$ cat config.mk
export PLATFORM = sky130hd
export DESIGN_NAME = stp_front
export DESIGN_NICKNAME = d
export VERILOG_FILES = /design/src/design/stp_pkg.sv /design/src/design/stp_front.sv
export SDC_FILE = /design/constraint.sdc
export NUM_CORES = 1
export LEC_CHECK = 0
export BUFFER_PORTS_ARGS = -buffer_cell sky130_fd_sc_hd__buf_2
export CAP_MARGIN = 20
export CORE_UTILIZATION = 37
export DETAILED_ROUTE_END_ITERATION = 6
export PLACE_DENSITY = 0.7
export RECOVER_POWER = 50
export SKIP_LAST_GASP = 1
export SYNTH_ARGS = -nofsm -noshare
export SYNTH_HDL_FRONTEND = slang
export SYNTH_SLANG_ARGS = --single-unit
$ cat constraint.sdc
create_clock -name i_clk -period 1.05 [get_ports i_clk]
set_input_delay 0.105 -clock i_clk [delete_from_list [all_inputs] [get_ports i_clk]]
set_output_delay 0.105 -clock i_clk [all_outputs]
set_load 0.05 [all_outputs]
$ cat src/design/stp_pkg.sv
package stp_pkg;

    // Default sizes of the digit store and the exponent accumulator
    localparam int MAX_DIGITS_DEF = 1024;
    localparam int EXP_WIDTH_DEF  = 14;

    // Entries in the queue between the front and the back
    localparam int QUEUE_DEPTH = 4;

    // ASCII codes the parser and the emitter use
    localparam logic [7:0] CHAR_MINUS = 8'h2D;
    localparam logic [7:0] CHAR_PLUS  = 8'h2B;
    localparam logic [7:0] CHAR_POINT = 8'h2E;
    localparam logic [7:0] CHAR_EXP   = 8'h45;
    localparam logic [7:0] CHAR_ZERO  = 8'h30;
    localparam logic [7:0] CHAR_NINE  = 8'h39;

    // One input request
    typedef struct packed {
        logic       action;
        logic [7:0] char_in;
    } t_in_item;

    // One result
    typedef struct packed {
        logic [7:0] char_out;
        logic       out_last;
        logic       truncated;
    } t_out_item;

    // Character class found by the front
    typedef enum logic [2:0] {
        CC_DIGIT,
        CC_MINUS,
        CC_PLUS,
        CC_POINT,
        CC_EXP,
        CC_OTHER
    } t_char_class;

    // Classified request handed from the front to the back
    typedef struct packed {
        logic        pull;
        t_char_class cls;
        logic [7:0]  ch;
    } t_cmd;

    // Parser phase
    typedef enum logic [2:0] {
        PH_SIGN,
        PH_MANT,
        PH_ESIGN,
        PH_EDIG,
        PH_EMIT
    } t_parse_phase;

    // Emitter stage
    typedef enum logic [2:0] {
        ES_IDLE,
        ES_SIGN,
        ES_LZERO,
        ES_LPOINT,
        ES_LZEROS,
        ES_DIGITS,
        ES_MIDPT,
        ES_TRAIL
    } t_emit_stage;

endpackage

$ cat src/design/stp_front.sv
module stp_front (
    input  logic              i_clk,
    input  logic              i_rst_n,
    input  logic              i_valid,
    output logic              o_ready,
    input  stp_pkg::t_in_item i_in,
    output logic              o_cmd_valid,
    input  logic              i_cmd_ready,
    output stp_pkg::t_cmd     o_cmd
);

    logic                 r_valid;
    stp_pkg::t_cmd        r_cmd;
    stp_pkg::t_cmd        n_cmd;
    logic                 take;

    assign o_ready     = !r_valid || i_cmd_ready;
    assign take        = i_valid && o_ready;
    assign o_cmd_valid = r_valid;
    assign o_cmd       = r_cmd;

    // Classify the incoming character
    always_comb begin
        n_cmd.pull = i_in.action;
        n_cmd.ch   = i_in.char_in;
        if (i_in.char_in >= stp_pkg::CHAR_ZERO && i_in.char_in <= stp_pkg::CHAR_NINE) begin
            n_cmd.cls = stp_pkg::CC_DIGIT;
        end else if (i_in.char_in == stp_pkg::CHAR_MINUS) begin
            n_cmd.cls = stp_pkg::CC_MINUS;
        end else if (i_in.char_in == stp_pkg::CHAR_PLUS) begin
            n_cmd.cls = stp_pkg::CC_PLUS;
        end else if (i_in.char_in == stp_pkg::CHAR_POINT) begin
            n_cmd.cls = stp_pkg::CC_POINT;
        end else if (i_in.char_in == stp_pkg::CHAR_EXP) begin
            n_cmd.cls = stp_pkg::CC_EXP;
        end else begin
            n_cmd.cls = stp_pkg::CC_OTHER;
        end
    end

    // Holding register valid flag
    always_ff @(posedge i_clk) begin
        if (!i_rst_n) begin
            r_valid <= 1'b0;
        end else if (take) begin
            r_valid <= 1'b1;
        end else if (i_cmd_ready) begin
            r_valid <= 1'b0;
        end
    end

    // Holding register payload
    always_ff @(posedge i_clk) begin
        if (take) begin
            r_cmd <= n_cmd;
        end
    end

endmodule

* Word level (Yosys, flattened, before mapping) *
Cells that the tools add are included.
W data, S select, Z words.

storage, ports and cells
  flip-flop bits (word level) = 13
  bits in latches = 0
  RAM bits = 0
  bits in read-only memories = 0
  output and inout port bits = 14
  memories = 0

operators by class
  add/sub/neg operators = 0
  multipliers = 0
  div/mod/pow operators = 0
  $lt $le $gt $ge = 2
  equality and inequality tests = 4
  shifts and indexed selects = 0
  muxes and demuxes = 6
  bitwise gates (word level) = 0
  reductions and logical operators = 7

operators with widths
  operator              count
  $eq A8 B6 Y1 const B  3
  $eq A8 B7 Y1 const B  1
  $ge A8 B6 Y1 const B  1
  $le A8 B6 Y1 const B  1
  $mux W1               4
  $mux W2               2
  $reduce_or A4 Y1      1
  $logic_and A1 B1 Y1   2
  $reduce_bool A2 Y1    1
  $reduce_or A2 Y1      1
  $logic_not A1 Y1      1
  $logic_or A1 B1 Y1    1

* Depth between registers and ports, before layout *
  depth after elaboration = 5
  mapped depth = 3
  depth with buffers taken out = 3

* Worst setup path after synthesis *
OpenSTA, ideal clock, no wires.

  path kind = reg-to-reg
  start point = reg r_valid, in the netlist o_cmd_valid
  end point = reg r_cmd (netlist bit o_cmd[0]) (enable)
  library setup time = 0.298 ns
  data arrival time = 1.488 ns
  data required time = 0.752 ns
  path slack = -0.737 ns
  cell stages (with the launch flop) = 3
  path buffers = 0
  clock period less this slack = 1.787 ns
  path through = dfxtp_1 > nand2b_1 > and2_1

between the ends
  longest elaborated chain between the ends = 3

RTL lines
  item                    line             source
  start, declared         stp_front.sv:12  logic r_valid;
  start signal, assigned  stp_front.sv:44  r_valid <= 1'b0;
  start signal, assigned  stp_front.sv:46  r_valid <= 1'b1;
  start signal, assigned  stp_front.sv:48  r_valid <= 1'b0;
  $logic_not A1 Y1        stp_front.sv:17  assign o_ready = !r_valid || i_cmd_ready;
  $logic_or A1 B1 Y1      stp_front.sv:17
  named net o_ready       stp_front.sv:5   output logic o_ready,
  $logic_and A1 B1 Y1     stp_front.sv:18  assign take = i_valid && o_ready;
  named net take          stp_front.sv:15  logic take;
  end signal, assigned    stp_front.sv:55  r_cmd <= n_cmd;
  end, declared           stp_front.sv:13  stp_pkg::t_cmd r_cmd;

The timed path passes the listed nets, and every way through them passes these cells.
A chain may end at the register's enable or synchronous reset.

* Final worst setup path *
  start point = reg r_valid, in the netlist o_cmd_valid
  end point = out o_ready

between the ends
  longest elaborated chain between the ends = 2

RTL lines
  item                line
  $logic_not A1 Y1    stp_front.sv:17
  $logic_or A1 B1 Y1  stp_front.sv:17
  end, declared       stp_front.sv:5

Every way passes these cells.

==> reports/results.tsv <==
metric	value	unit
cts-hold-fix-buffers	0	
drtAntennaViolNets	0	
drt-vias-per-instance	4.81	
h-tree-depth	1	
synth_top_family_by_area	simple AND/OR/NAND/NOR gates	
clock_latency	0.26	ns
synth_mux_area_share	0	%
grt_overflow	0	
drcViolationCount	0	
syn_inst	33	
holdWs	0.0233	ns
synthAdderAreaFrac	0	%
dieWidth	39.7	um
dieArea	0.00157	sq mm
cp_slowest_cell	dfxtp_4	
drt_iter0_markers	7	
nets	83	
wl	975	um
root_buffer	clkbuf_4	
layout_common_cells	buf_2, edfxtp_1, clkbuf_1, clkbuf_4, buf_4	
num_antenna_cells	0	
routabilityCongestion	0.722	
syn_nets	46	
relSlewSlack	78.0	%
multi_input_area	148	sq um
dp_cells	80	
hp-class	input port to flop	
vias	404	
utilization	57.0	%
p_int	0.810	mW
maxCapViolations	0	
fin_crit_sh	95.3	%
status	finished clean	
yosys.area_share.simple	12.6	%
layout-drive-gt1-share	46.4	%
fin_cells	84	
swShare	28.1	%
ys_ff_latch	13	
worst_clock_skew	0.00530	ns
antenna_found_initial	0	
vdd_drop_max	0.000594	V
grt_pass1_wl	1470	um
power.density	1500	mW/mm^2
fin_crit	1.00	ns
combPwrFrac	20.2	%
grt_setup_unrepaired	no	
final_common_cell	buf_2	
critPathLaunchType	flop	
port_buffers	26	
power.leakage	0.297	nW
avgSynthCellArea	15.9	sq um
clock_path_buffers	2	
grt_usage	14.5	%
ys_warn_count	0	
worst_pin_slew	0.329	ns
dpl.hpwl	788	um
syn_area	526	sq um
cts-buffers-inserted	3	
crit_path_max_fanout	3	
seqCellArea	384	sq um
grt_start_max_net_pins	13	
clock_sinks	13	
pwr-share-clk	26.2	%
wl_per_cell	11.6	um
cts_setup_buffers	0	
p_sw	0.316	mW
post_cts_resized	0	
syn2layout_area_growth	42.9	%
coreArea	0.00132	sq mm
ys_types	19	
slowest_delay	0.35	ns
crit_chain	nand2b_4 -> clkbuf_4	
die_y	39.7	um
setup_viol	0	
boundaryPins	27	
end_kind	output pin	
fmax	999	MHz
arrival	0.90	ns
clkTransAtPathRegs	0.08	ns
worst_ep_required_time	0.94	ns
path_class	flop to output pin	
power_frac_seq	53.6	%
fill_cells	115	
cts_tree	yes	
drv_slew	0	
synth-xor-area-share	3.33	%
start_util	39.9	%
synth_seq_area_share	72.4	%
grt_pass1_vias	342	
synth_compound_area_share	10.2	%
hold_viol	0	
rows	13	
dr.pass1.iters	4	
-- flip-flops by register name, summed over array words and instances, names as in the netlist --
signal       count
o_cmd           12
o_cmd_valid      1
-- critical path: cells and delay by family, from the launching register on --
kind | cells | cell delay (ns)
buffers and inverters | 1 | 0.22
AND/OR/NAND/NOR | 1 | 0.06
flip-flops | 1 | 0.35
-- layer usage --
layer	GRT usage [%]	wire length [um]
met5	0	0
met4	5.17	6
met3	3.41	59
met1	18.4	397
met2	23.8	511
-- Yosys cell counts --
cell       instances  area share [%]
edfxtp_1          12              69
and2_1             2             2.4
inv_1              2             1.4
nor4b_1            2             3.3
a2111oi_2          1             2.9
a21boi_0           1             1.4
a21oi_1            1            0.95
a22oi_1            1             1.4
dfxtp_1            1             3.8
nand2_1            1            0.71
nand2b_1           1             1.2
nand4b_1           1             1.7
nor3b_1            1             1.4
nor4bb_1           1             1.9
o21ai_0            1            0.95
o21ai_1            1            0.95
o2bb2ai_1          1             1.7
xnor2_1            1             1.7
xor2_1             1             1.7
-- per-stage QoR --
| step | setup WS, ns | setup TNS (ns) | power [mW] | instance area, sq um |
|---|---|---|---|---|
| 2_1_floorplan | -0.0686 | -0.823 | 0.764 | 539 |
| 3_3_place_gp | -0.0244 | -0.0244 | 0.846 | 733 |
| 3_5_place_dp | -0.0343 | -0.0584 | 0.851 | 733 |
| 4_1_cts | 0.00806 | 0 | 1.13 | 759 |
| 5_1_grt | 0.0173 | 0 | 1.17 | 751 |
| 6_report | 0.0492 | 0 | 1.13 | 751 |
-- power groups by stage --
stage | clock (mW) | combinational (mW) | sequential, mW
finish | 0.295 | 0.228 | 0.604
floorplan | 0 | 0.0496 | 0.714
detailed placement | 0 | 0.235 | 0.616
global placement | 0 | 0.231 | 0.615
global route | 0.315 | 0.243 | 0.607
CTS | 0.295 | 0.235 | 0.604
-- cell type report --
| cell class | instances | share of cell area (%) |
|---|---|---|
| Clock buffer | 4 | 3.50 |
| Timing Repair Buffer | 32 | 22.2 |
| Tap cell | 15 | 2.50 |
| Sequential cell | 13 | 51.2 |
| Inverter | 2 | 1.00 |
| Multi-Input combinational cell | 18 | 19.7 |
-- kinds of logic after synthesis --
| logic type | after synthesis |
|---|---|
| AO/OA/AOI/OAI | 7 |
| XOR/XNOR | 2 |
| buffers and inverters | 2 |
| flip-flops | 13 |
| AND/OR/NAND/NOR | 9 |
-- final timing paths --
check / startpoint / endpoint / slack [ns] / cells past startpoint
setup / recovery: o_cmd_valid$_SDFFE_PN0P_ / o_ready / 0.05 / 2
hold / removal: i_in[8] / o_cmd[11]$_DFFE_PP_ / 0.02 / 1
setup reg to reg: o_cmd_valid$_SDFFE_PN0P_ / o_cmd[2]$_DFFE_PP_ / 0.10 / 2
hold reg to reg: o_cmd_valid$_SDFFE_PN0P_ / o_cmd_valid$_SDFFE_PN0P_ / 0.52 / 2
Note: power is estimated with default switching activity, not from simulation.
