==> src/design/stp_pkg.sv <==
package stp_pkg;

    // Default sizes of the digit store and the exponent accumulator
    localparam int MAX_DIGITS_DEF = 1024;
    localparam int EXP_WIDTH_DEF  = 14;

    // Entries in the queue between the front and the back
    localparam int QUEUE_DEPTH = 4;

    // ASCII codes the parser and the emitter use
    localparam logic [7:0] CHAR_MINUS = 8'h2D;
    localparam logic [7:0] CHAR_PLUS  = 8'h2B;
    localparam logic [7:0] CHAR_POINT = 8'h2E;
    localparam logic [7:0] CHAR_EXP   = 8'h45;
    localparam logic [7:0] CHAR_ZERO  = 8'h30;
    localparam logic [7:0] CHAR_NINE  = 8'h39;

    // One input request
    typedef struct packed {
        logic       action;
        logic [7:0] char_in;
    } t_in_item;

    // One result
    typedef struct packed {
        logic [7:0] char_out;
        logic       out_last;
        logic       truncated;
    } t_out_item;

    // Character class found by the front
    typedef enum logic [2:0] {
        CC_DIGIT,
        CC_MINUS,
        CC_PLUS,
        CC_POINT,
        CC_EXP,
        CC_OTHER
    } t_char_class;

    // Classified request handed from the front to the back
    typedef struct packed {
        logic        pull;
        t_char_class cls;
        logic [7:0]  ch;
    } t_cmd;

    // Parser phase
    typedef enum logic [2:0] {
        PH_SIGN,
        PH_MANT,
        PH_ESIGN,
        PH_EDIG,
        PH_EMIT
    } t_parse_phase;

    // Emitter stage
    typedef enum logic [2:0] {
        ES_IDLE,
        ES_SIGN,
        ES_LZERO,
        ES_LPOINT,
        ES_LZEROS,
        ES_DIGITS,
        ES_MIDPT,
        ES_TRAIL
    } t_emit_stage;

endpackage

==> src/design/stp_queue.sv <==
module stp_queue (
    input  logic          i_clk,
    input  logic          i_rst_n,
    input  logic          i_push,
    input  stp_pkg::t_cmd i_data,
    output logic          o_ready,
    input  logic          i_pop,
    output logic          o_valid,
    output stp_pkg::t_cmd o_data
);

    localparam int DEPTH = stp_pkg::QUEUE_DEPTH;
    localparam int PW    = (DEPTH > 1) ? $clog2(DEPTH) : 1;
    localparam int NW    = $clog2(DEPTH + 1);

    stp_pkg::t_cmd   r_mem [DEPTH];
    logic [PW-1:0]   r_wr_ptr;
    logic [PW-1:0]   r_rd_ptr;
    logic [NW-1:0]   r_fill;
    logic            push_ok;
    logic            pop_ok;

    assign o_ready = (r_fill != NW'(DEPTH));
    assign o_valid = (r_fill != '0);
    assign o_data  = r_mem[r_rd_ptr];
    assign push_ok = i_push && o_ready;
    assign pop_ok  = i_pop && o_valid;

    // Pointers and fill level
    always_ff @(posedge i_clk) begin
        if (!i_rst_n) begin
            r_wr_ptr <= '0;
            r_rd_ptr <= '0;
            r_fill   <= '0;
        end else begin
            if (push_ok) begin
                r_wr_ptr <= (r_wr_ptr == PW'(DEPTH - 1)) ? '0 : r_wr_ptr + PW'(1);
            end
            if (pop_ok) begin
                r_rd_ptr <= (r_rd_ptr == PW'(DEPTH - 1)) ? '0 : r_rd_ptr + PW'(1);
            end
            if (push_ok && !pop_ok) begin
                r_fill <= r_fill + NW'(1);
            end else if (pop_ok && !push_ok) begin
                r_fill <= r_fill - NW'(1);
            end
        end
    end

    // Entry storage
    always_ff @(posedge i_clk) begin
        if (push_ok) begin
            r_mem[r_wr_ptr] <= i_data;
        end
    end

endmodule

==> config.mk <==
export PLATFORM = sky130hd
export DESIGN_NAME = stp_queue
export DESIGN_NICKNAME = d
export VERILOG_FILES = /design/src/design/stp_pkg.sv /design/src/design/stp_queue.sv
export SDC_FILE = /design/constraint.sdc
export NUM_CORES = 1
export LEC_CHECK = 0
export ABC_AREA = 1
export CAP_MARGIN = 20
export CORE_MARGIN = 2
export CORE_UTILIZATION = 40
export CTS_CLUSTER_SIZE = 24
export DETAILED_ROUTE_END_ITERATION = 8
export DONT_BUFFER_PORTS = 1
export GPL_ROUTABILITY_DRIVEN = 0
export MAX_ROUTING_LAYER = met4
export SLEW_MARGIN = 20
export SYNTH_ARGS = -nofsm -noshare
export SYNTH_HDL_FRONTEND = slang
export SYNTH_SLANG_ARGS = --single-unit
export TNS_END_PERCENT = 10
==> constraint.sdc <==
create_clock -name i_clk -period 2.35 [get_ports i_clk]
set_input_delay 0.1175 -clock i_clk [delete_from_list [all_inputs] [get_ports i_clk]]
set_output_delay 0.1175 -clock i_clk [all_outputs]
set_load 0.05 [all_outputs]
# Word level (Yosys, flattened, before mapping)
# Memories as Yosys holds them, arrays and structs flattened. A register that Yosys moved wholly into a read port is not among the register bits.
# Cells that the tools add are included.
[op_classes]
add_sub_neg = 4
mul = 0
div = 0
magnitude_cmp = 0
eq_ne = 3
shift = 0
n_mux = 8
bitwise_logic = 0
reduce_logical = 8
[ops]
columns = ["cell", "n"]
rows = [
  ["$mux 2", 4],
  ["$mux 3", 2],
  ["$add 2x1->2 const B", 2],
  ["$eq 2x2->1 const B", 2],
  ["$logic_and 1x1->1", 4],
  ["$add 3x1->3 const B", 1],
  ["$ne 3x3->1 const B", 1],
  ["$reduce_bool 3->1", 1],
  ["$sub 3x1->3 const B", 1],
  ["$logic_not 1->1", 2],
  ["$mux 1", 2],
  ["$reduce_bool 2->1", 1],
]
[word_totals]
reg_bits = 7
latchBits = 0
ramBits = 48
romBits = 0
in_bits = 16
out_inout_bits = 14
elab_cells = 27
n_memories = 1
[mem_list]
columns = ["memory", "depth", "word_bits", "rd", "rd_clocked_by_memory_dff", "write_ports", "line", "text"]
rows = [
  ["r_mem", 4, 12, 1, 1, 1, "stp_queue.sv:16", "stp_pkg::t_cmd r_mem [DEPTH];"],
]

# Depth between registers and ports, before layout
[depth]
depth_word = 6
mapped_depth = 13
mapped_depth_nobuf = 13

# Worst setup path before layout
# Ideal clock, no wire load.
[synth_timing]
path_kind = "flip-flop to flip-flop"
start = "register r_fill[1]"
end = "register r_fill[2]"
t_arrival_ps = 1889
t_required_ps = 2240
setup_slack_ps = 351
stages_incl_launch_ff = 13
synth_period_minus_slack_ps = 1999
path_cell_list = "dfxtp_1 nor2_1 nand2_1 nand2_2 ha_1 inv_1 fa_1 inv_1 nand2_1 nand3_1 nand2_1 inv_1 nor2_1"
[synth_via]
elab_chain_len = 5
elab_cells_between_ends = 13
[synth_rtl]
columns = ["element", "line", "text"]
rows = [
  ["start: declaration", "stp_queue.sv:19", "logic [NW-1:0] r_fill;"],
  ["start signal: assignment", "stp_queue.sv:43", "r_fill <= r_fill + NW'(1);"],
  ["start signal: assignment", "stp_queue.sv:45", "r_fill <= r_fill - NW'(1);"],
  ["$reduce_bool 3->1 *", "stp_queue.sv:24", "assign o_valid = (r_fill != '0);"],
  ["net o_valid", "stp_queue.sv:8", "output logic o_valid,"],
  ["$logic_and 1x1->1 *", "stp_queue.sv:27", "assign pop_ok = i_pop && o_valid;"],
  ["$logic_not 1->1", "stp_queue.sv:42", "if (push_ok && !pop_ok) begin"],
  ["$logic_and 1x1->1", "stp_queue.sv:42", ""],
  ["$mux 3 or $reduce_bool 2->1 (tied branches)", "n/a", ""],
]
# Mark *: on every way through the listed nets, which the timed path passes. The rest lies on a longest branch. The select of a mux whose other input is x is not followed.
# A chain may end at the register's enable or synchronous reset.

# Worst setup path after layout
[layout_timing]
start = "register r_wr_ptr[0]"
end = "register r_wr_ptr[1]"
[layout_via]
elab_chain_len = 2
elab_cells_between_ends = 3
[layout_rtl]
columns = ["element", "line", "text"]
rows = [
  ["start: declaration", "stp_queue.sv:17", "logic [PW-1:0] r_wr_ptr;"],
  ["start signal: assignment", "stp_queue.sv:37", "r_wr_ptr <= (r_wr_ptr == PW'(DEPTH - 1)) ? '0 : r_wr_ptr + PW'(1);"],
  ["$add 2x1->2 or $eq 2x2->1 (tied branches)", "stp_queue.sv:37", ""],
  ["$mux 2 *", "stp_queue.sv:37", ""],
]
# Mark *: on every way between the ends. The rest lies on a longest branch, timed or not.

==> impl_metrics.toml <==
[status]
status = "complete, no violations"

[final_layout]
multi_input_area_um2 = 547
num-fill-cells = 512
layout_commonest_cell = "edfxtp_1"
final_cell_mix = "48 x edfxtp_1, 41 x nor2_1, 20 x buf_4, 16 x inv_1, 16 x o21ai_1"
drive_gt1_share_pct = 15.7
fin_nets = 249
seq_area_mm2 = 0.00162
diodes = 0
area_growth_pct = 22.7

[timing]
maxSlewViolCount = 0
min_period_over_period_pct = 94.8
finClkSkew_ns = 0.00333
max_slew.worst_pin.slew_ns = 0.489
grt_setup_unrepaired = "no"
tns_ns = 0
fmax_mhz = 449
relSlewSlack_pct = 67.4
setup_viol = 0
finalWorstSetupSlack_ns = 0.123
hold_violations = 0
min_period_ns = 2.23

[power_and_ir_drop]
p_int_w = 0.00215
p_sw_share_pct = 39.3
power_frac_seq_pct = 37.6
pwr-share-clk_pct = 22.7
power_switching_w = 0.00139
ir_drop_v = 0.000852
powerDensity_mw_per_mm2 = 1270
p_comb_share_pct = 39.7
power.leakage_nw = 1.06

[drt]
first_pass_iters = 4
viasPerCell = 4.83
ant_nets = 0
dr.first_iter.drc_count = 58
drc = 0
vias = 1460
wirelength_um = 4160
routedWlPerCell_um = 13.8

[worst_setup_path]
rr_startpoint = "r_wr_ptr[0]$_SDFFE_PN0P_"
worstSetupEndpointType = "flip-flop"
crit_type = "flip-flop to flip-flop"
crit_start = "r_wr_ptr[0]$_SDFFE_PN0P_"
arrival_ns = 2.43
crit_path_start_kind = "flip-flop"
cp.required_ns = 2.55
cp_max_fo = 4

[die]
ios = 30
fp.dieW_um = 79.5
dieArea_mm2 = 0.00632
rows = 27
fp.dieH_um = 79.5
core_mm2 = 0.00551
initial_core_util_pct = 41.4

[synthesis]
syn_nets = 209
yosysSeqAreaShare_pct = 71.1
synth_top_area_share_pct = 63.2
ys_types = 19
avgSynthCellArea_um2 = 12.3
synthCells = 186
mappedNetlistArea_mm2 = 0.00228
yosys_warnings = 0
post-synth-top-area-cell = "edfxtp_1"
synth_seq_cells = 57
synth_area_leaders = "edfxtp_1 63%, dfxtp_1 7.9%, nor2_1 6.8%"

[global_route]
grt-ovfl-total = 0
grt_max_degree = 25
track_usage_pct = 15.0
first_global_vias = 1412
grt_first_pass_wirelength_um = 6580
antenna_found_initial = 0

[clock_network]
cts_sinks = 57
post_cts_resize_count = 0
cts_made_buffers = 9
clkLatencyLatePin_ns = 0.31
path_clk_slew_ns = 0.06
cts_tree = "yes"
cts_buffer_depth = 2
htree_levels = 3
root_buffer = "clkbuf_8"

[run]
drv_cap = 0

[worst_hold_path]
hold_start = "i_pop"
hold_class = "input port to flip-flop"

[placed_design]
portBuffers = 0
hpwlAfterDp_um = 2570
pre_cts_ws_ns = 0.553
[kinds of logic after synthesis]
logic type               share of synthesized area [%]
buffers and inverters                             4.88
adder cells (fa/ha/maj)                           4.17
AND/OR/NAND/NOR                                   10.4
AO/OA/AOI/OAI                                     9.44
flip-flops                                        71.1
[final cells by class]
class / count / area share [%]
well taps: 72 / 3.22
flip-flops and latches: 57 / 58.0
inverters: 17 / 2.28
clock inverters: 5 / 1.70
repair buffers: 35 / 10.7
clock buffers: 10 / 4.56
multi-input cells: 106 / 19.5
[through the flow]
stage	cells	total power, W	cell area (um^2)	hold WS, ns	utilization [%]
after floorplan	186	0.00237	2280	0.216	-
after global placement	272	0.00271	2470	0.217	44.9
after detailed placement	272	0.00273	2470	0.216	44.9
after CTS	302	0.00358	2800	0.0461	50.8
after global routing	302	0.00373	2800	0.0743	50.8
final	302	0.00354	2800	0.0616	50.8
[layer usage]
metal / up-vias / wire [um] / GRT usage, %
li1: 727 / - / -
met2: 41 / 2160 / 25.2
met5: - / 0 / -
met3: 2 / 259 / 7.01
met1: 690 / 1710 / 15.2
met4: 0 / 29 / 5.69
[path summary, 6_finish.rpt]
path                                                  to  slack [ns]  depth (start not counted)
worst max-delay path            r_wr_ptr[1]$_SDFFE_PN0P_        0.12                          7
worst min-delay path                           flip-flop        0.06                          3
worst max register to register  r_wr_ptr[1]$_SDFFE_PN0P_        0.12                          7
worst min register to register    r_fill[0]$_SDFFE_PN0P_        0.52                          2
[flip-flops by register name, indices dropped and copies added (netlist names), named ones only]
register and flops:
r_fill 3, r_mem 48, r_rd_ptr 2, r_wr_ptr 2
[repair_timing]
item                                    CTS  global route
hold endpoints to repair                 57             0
endpoints found under the setup margin    0             0
hold buffers                             15             0
setup buffers                             0             0
[power by group through the flow]
stage | clock (W) | sequential (W) | combinational [W]
2_1_floorplan | 0 | 0.00133 | 0.00104
5_1_grt | 0.000874 | 0.00135 | 0.00151
3_3_place_gp | 0 | 0.00135 | 0.00136
3_5_place_dp | 0 | 0.00135 | 0.00138
6_report | 0.000802 | 0.00133 | 0.00140
4_1_cts | 0.000829 | 0.00133 | 0.00142
[worst max-delay path, stage by stage, from the launching register on]
cell and delay (ns):
dfxtp_1 0.39, inv_1 0.10, ha_1 0.29, nand3b_1 0.15, nand2_1 0.06, dlygate4sd3_1 0.55
nor2_1 0.04, dlygate4sd3_1 0.54
[cells in the mapped netlist]
master,number
o21ai_0,10
nand3_1,1
nor2_1,41
buf_2,2
nand4_1,1
dfxtp_1,9
o22ai_1,12
buf_4,2
inv_2,1
nand2_2,3
nand2_1,12
inv_1,16
nand3b_1,1
fa_1,1
edfxtp_1,48
o21ai_1,16
a21oi_1,2
ha_1,6
buf_6,2
Power figures use the tool's default switching activity.
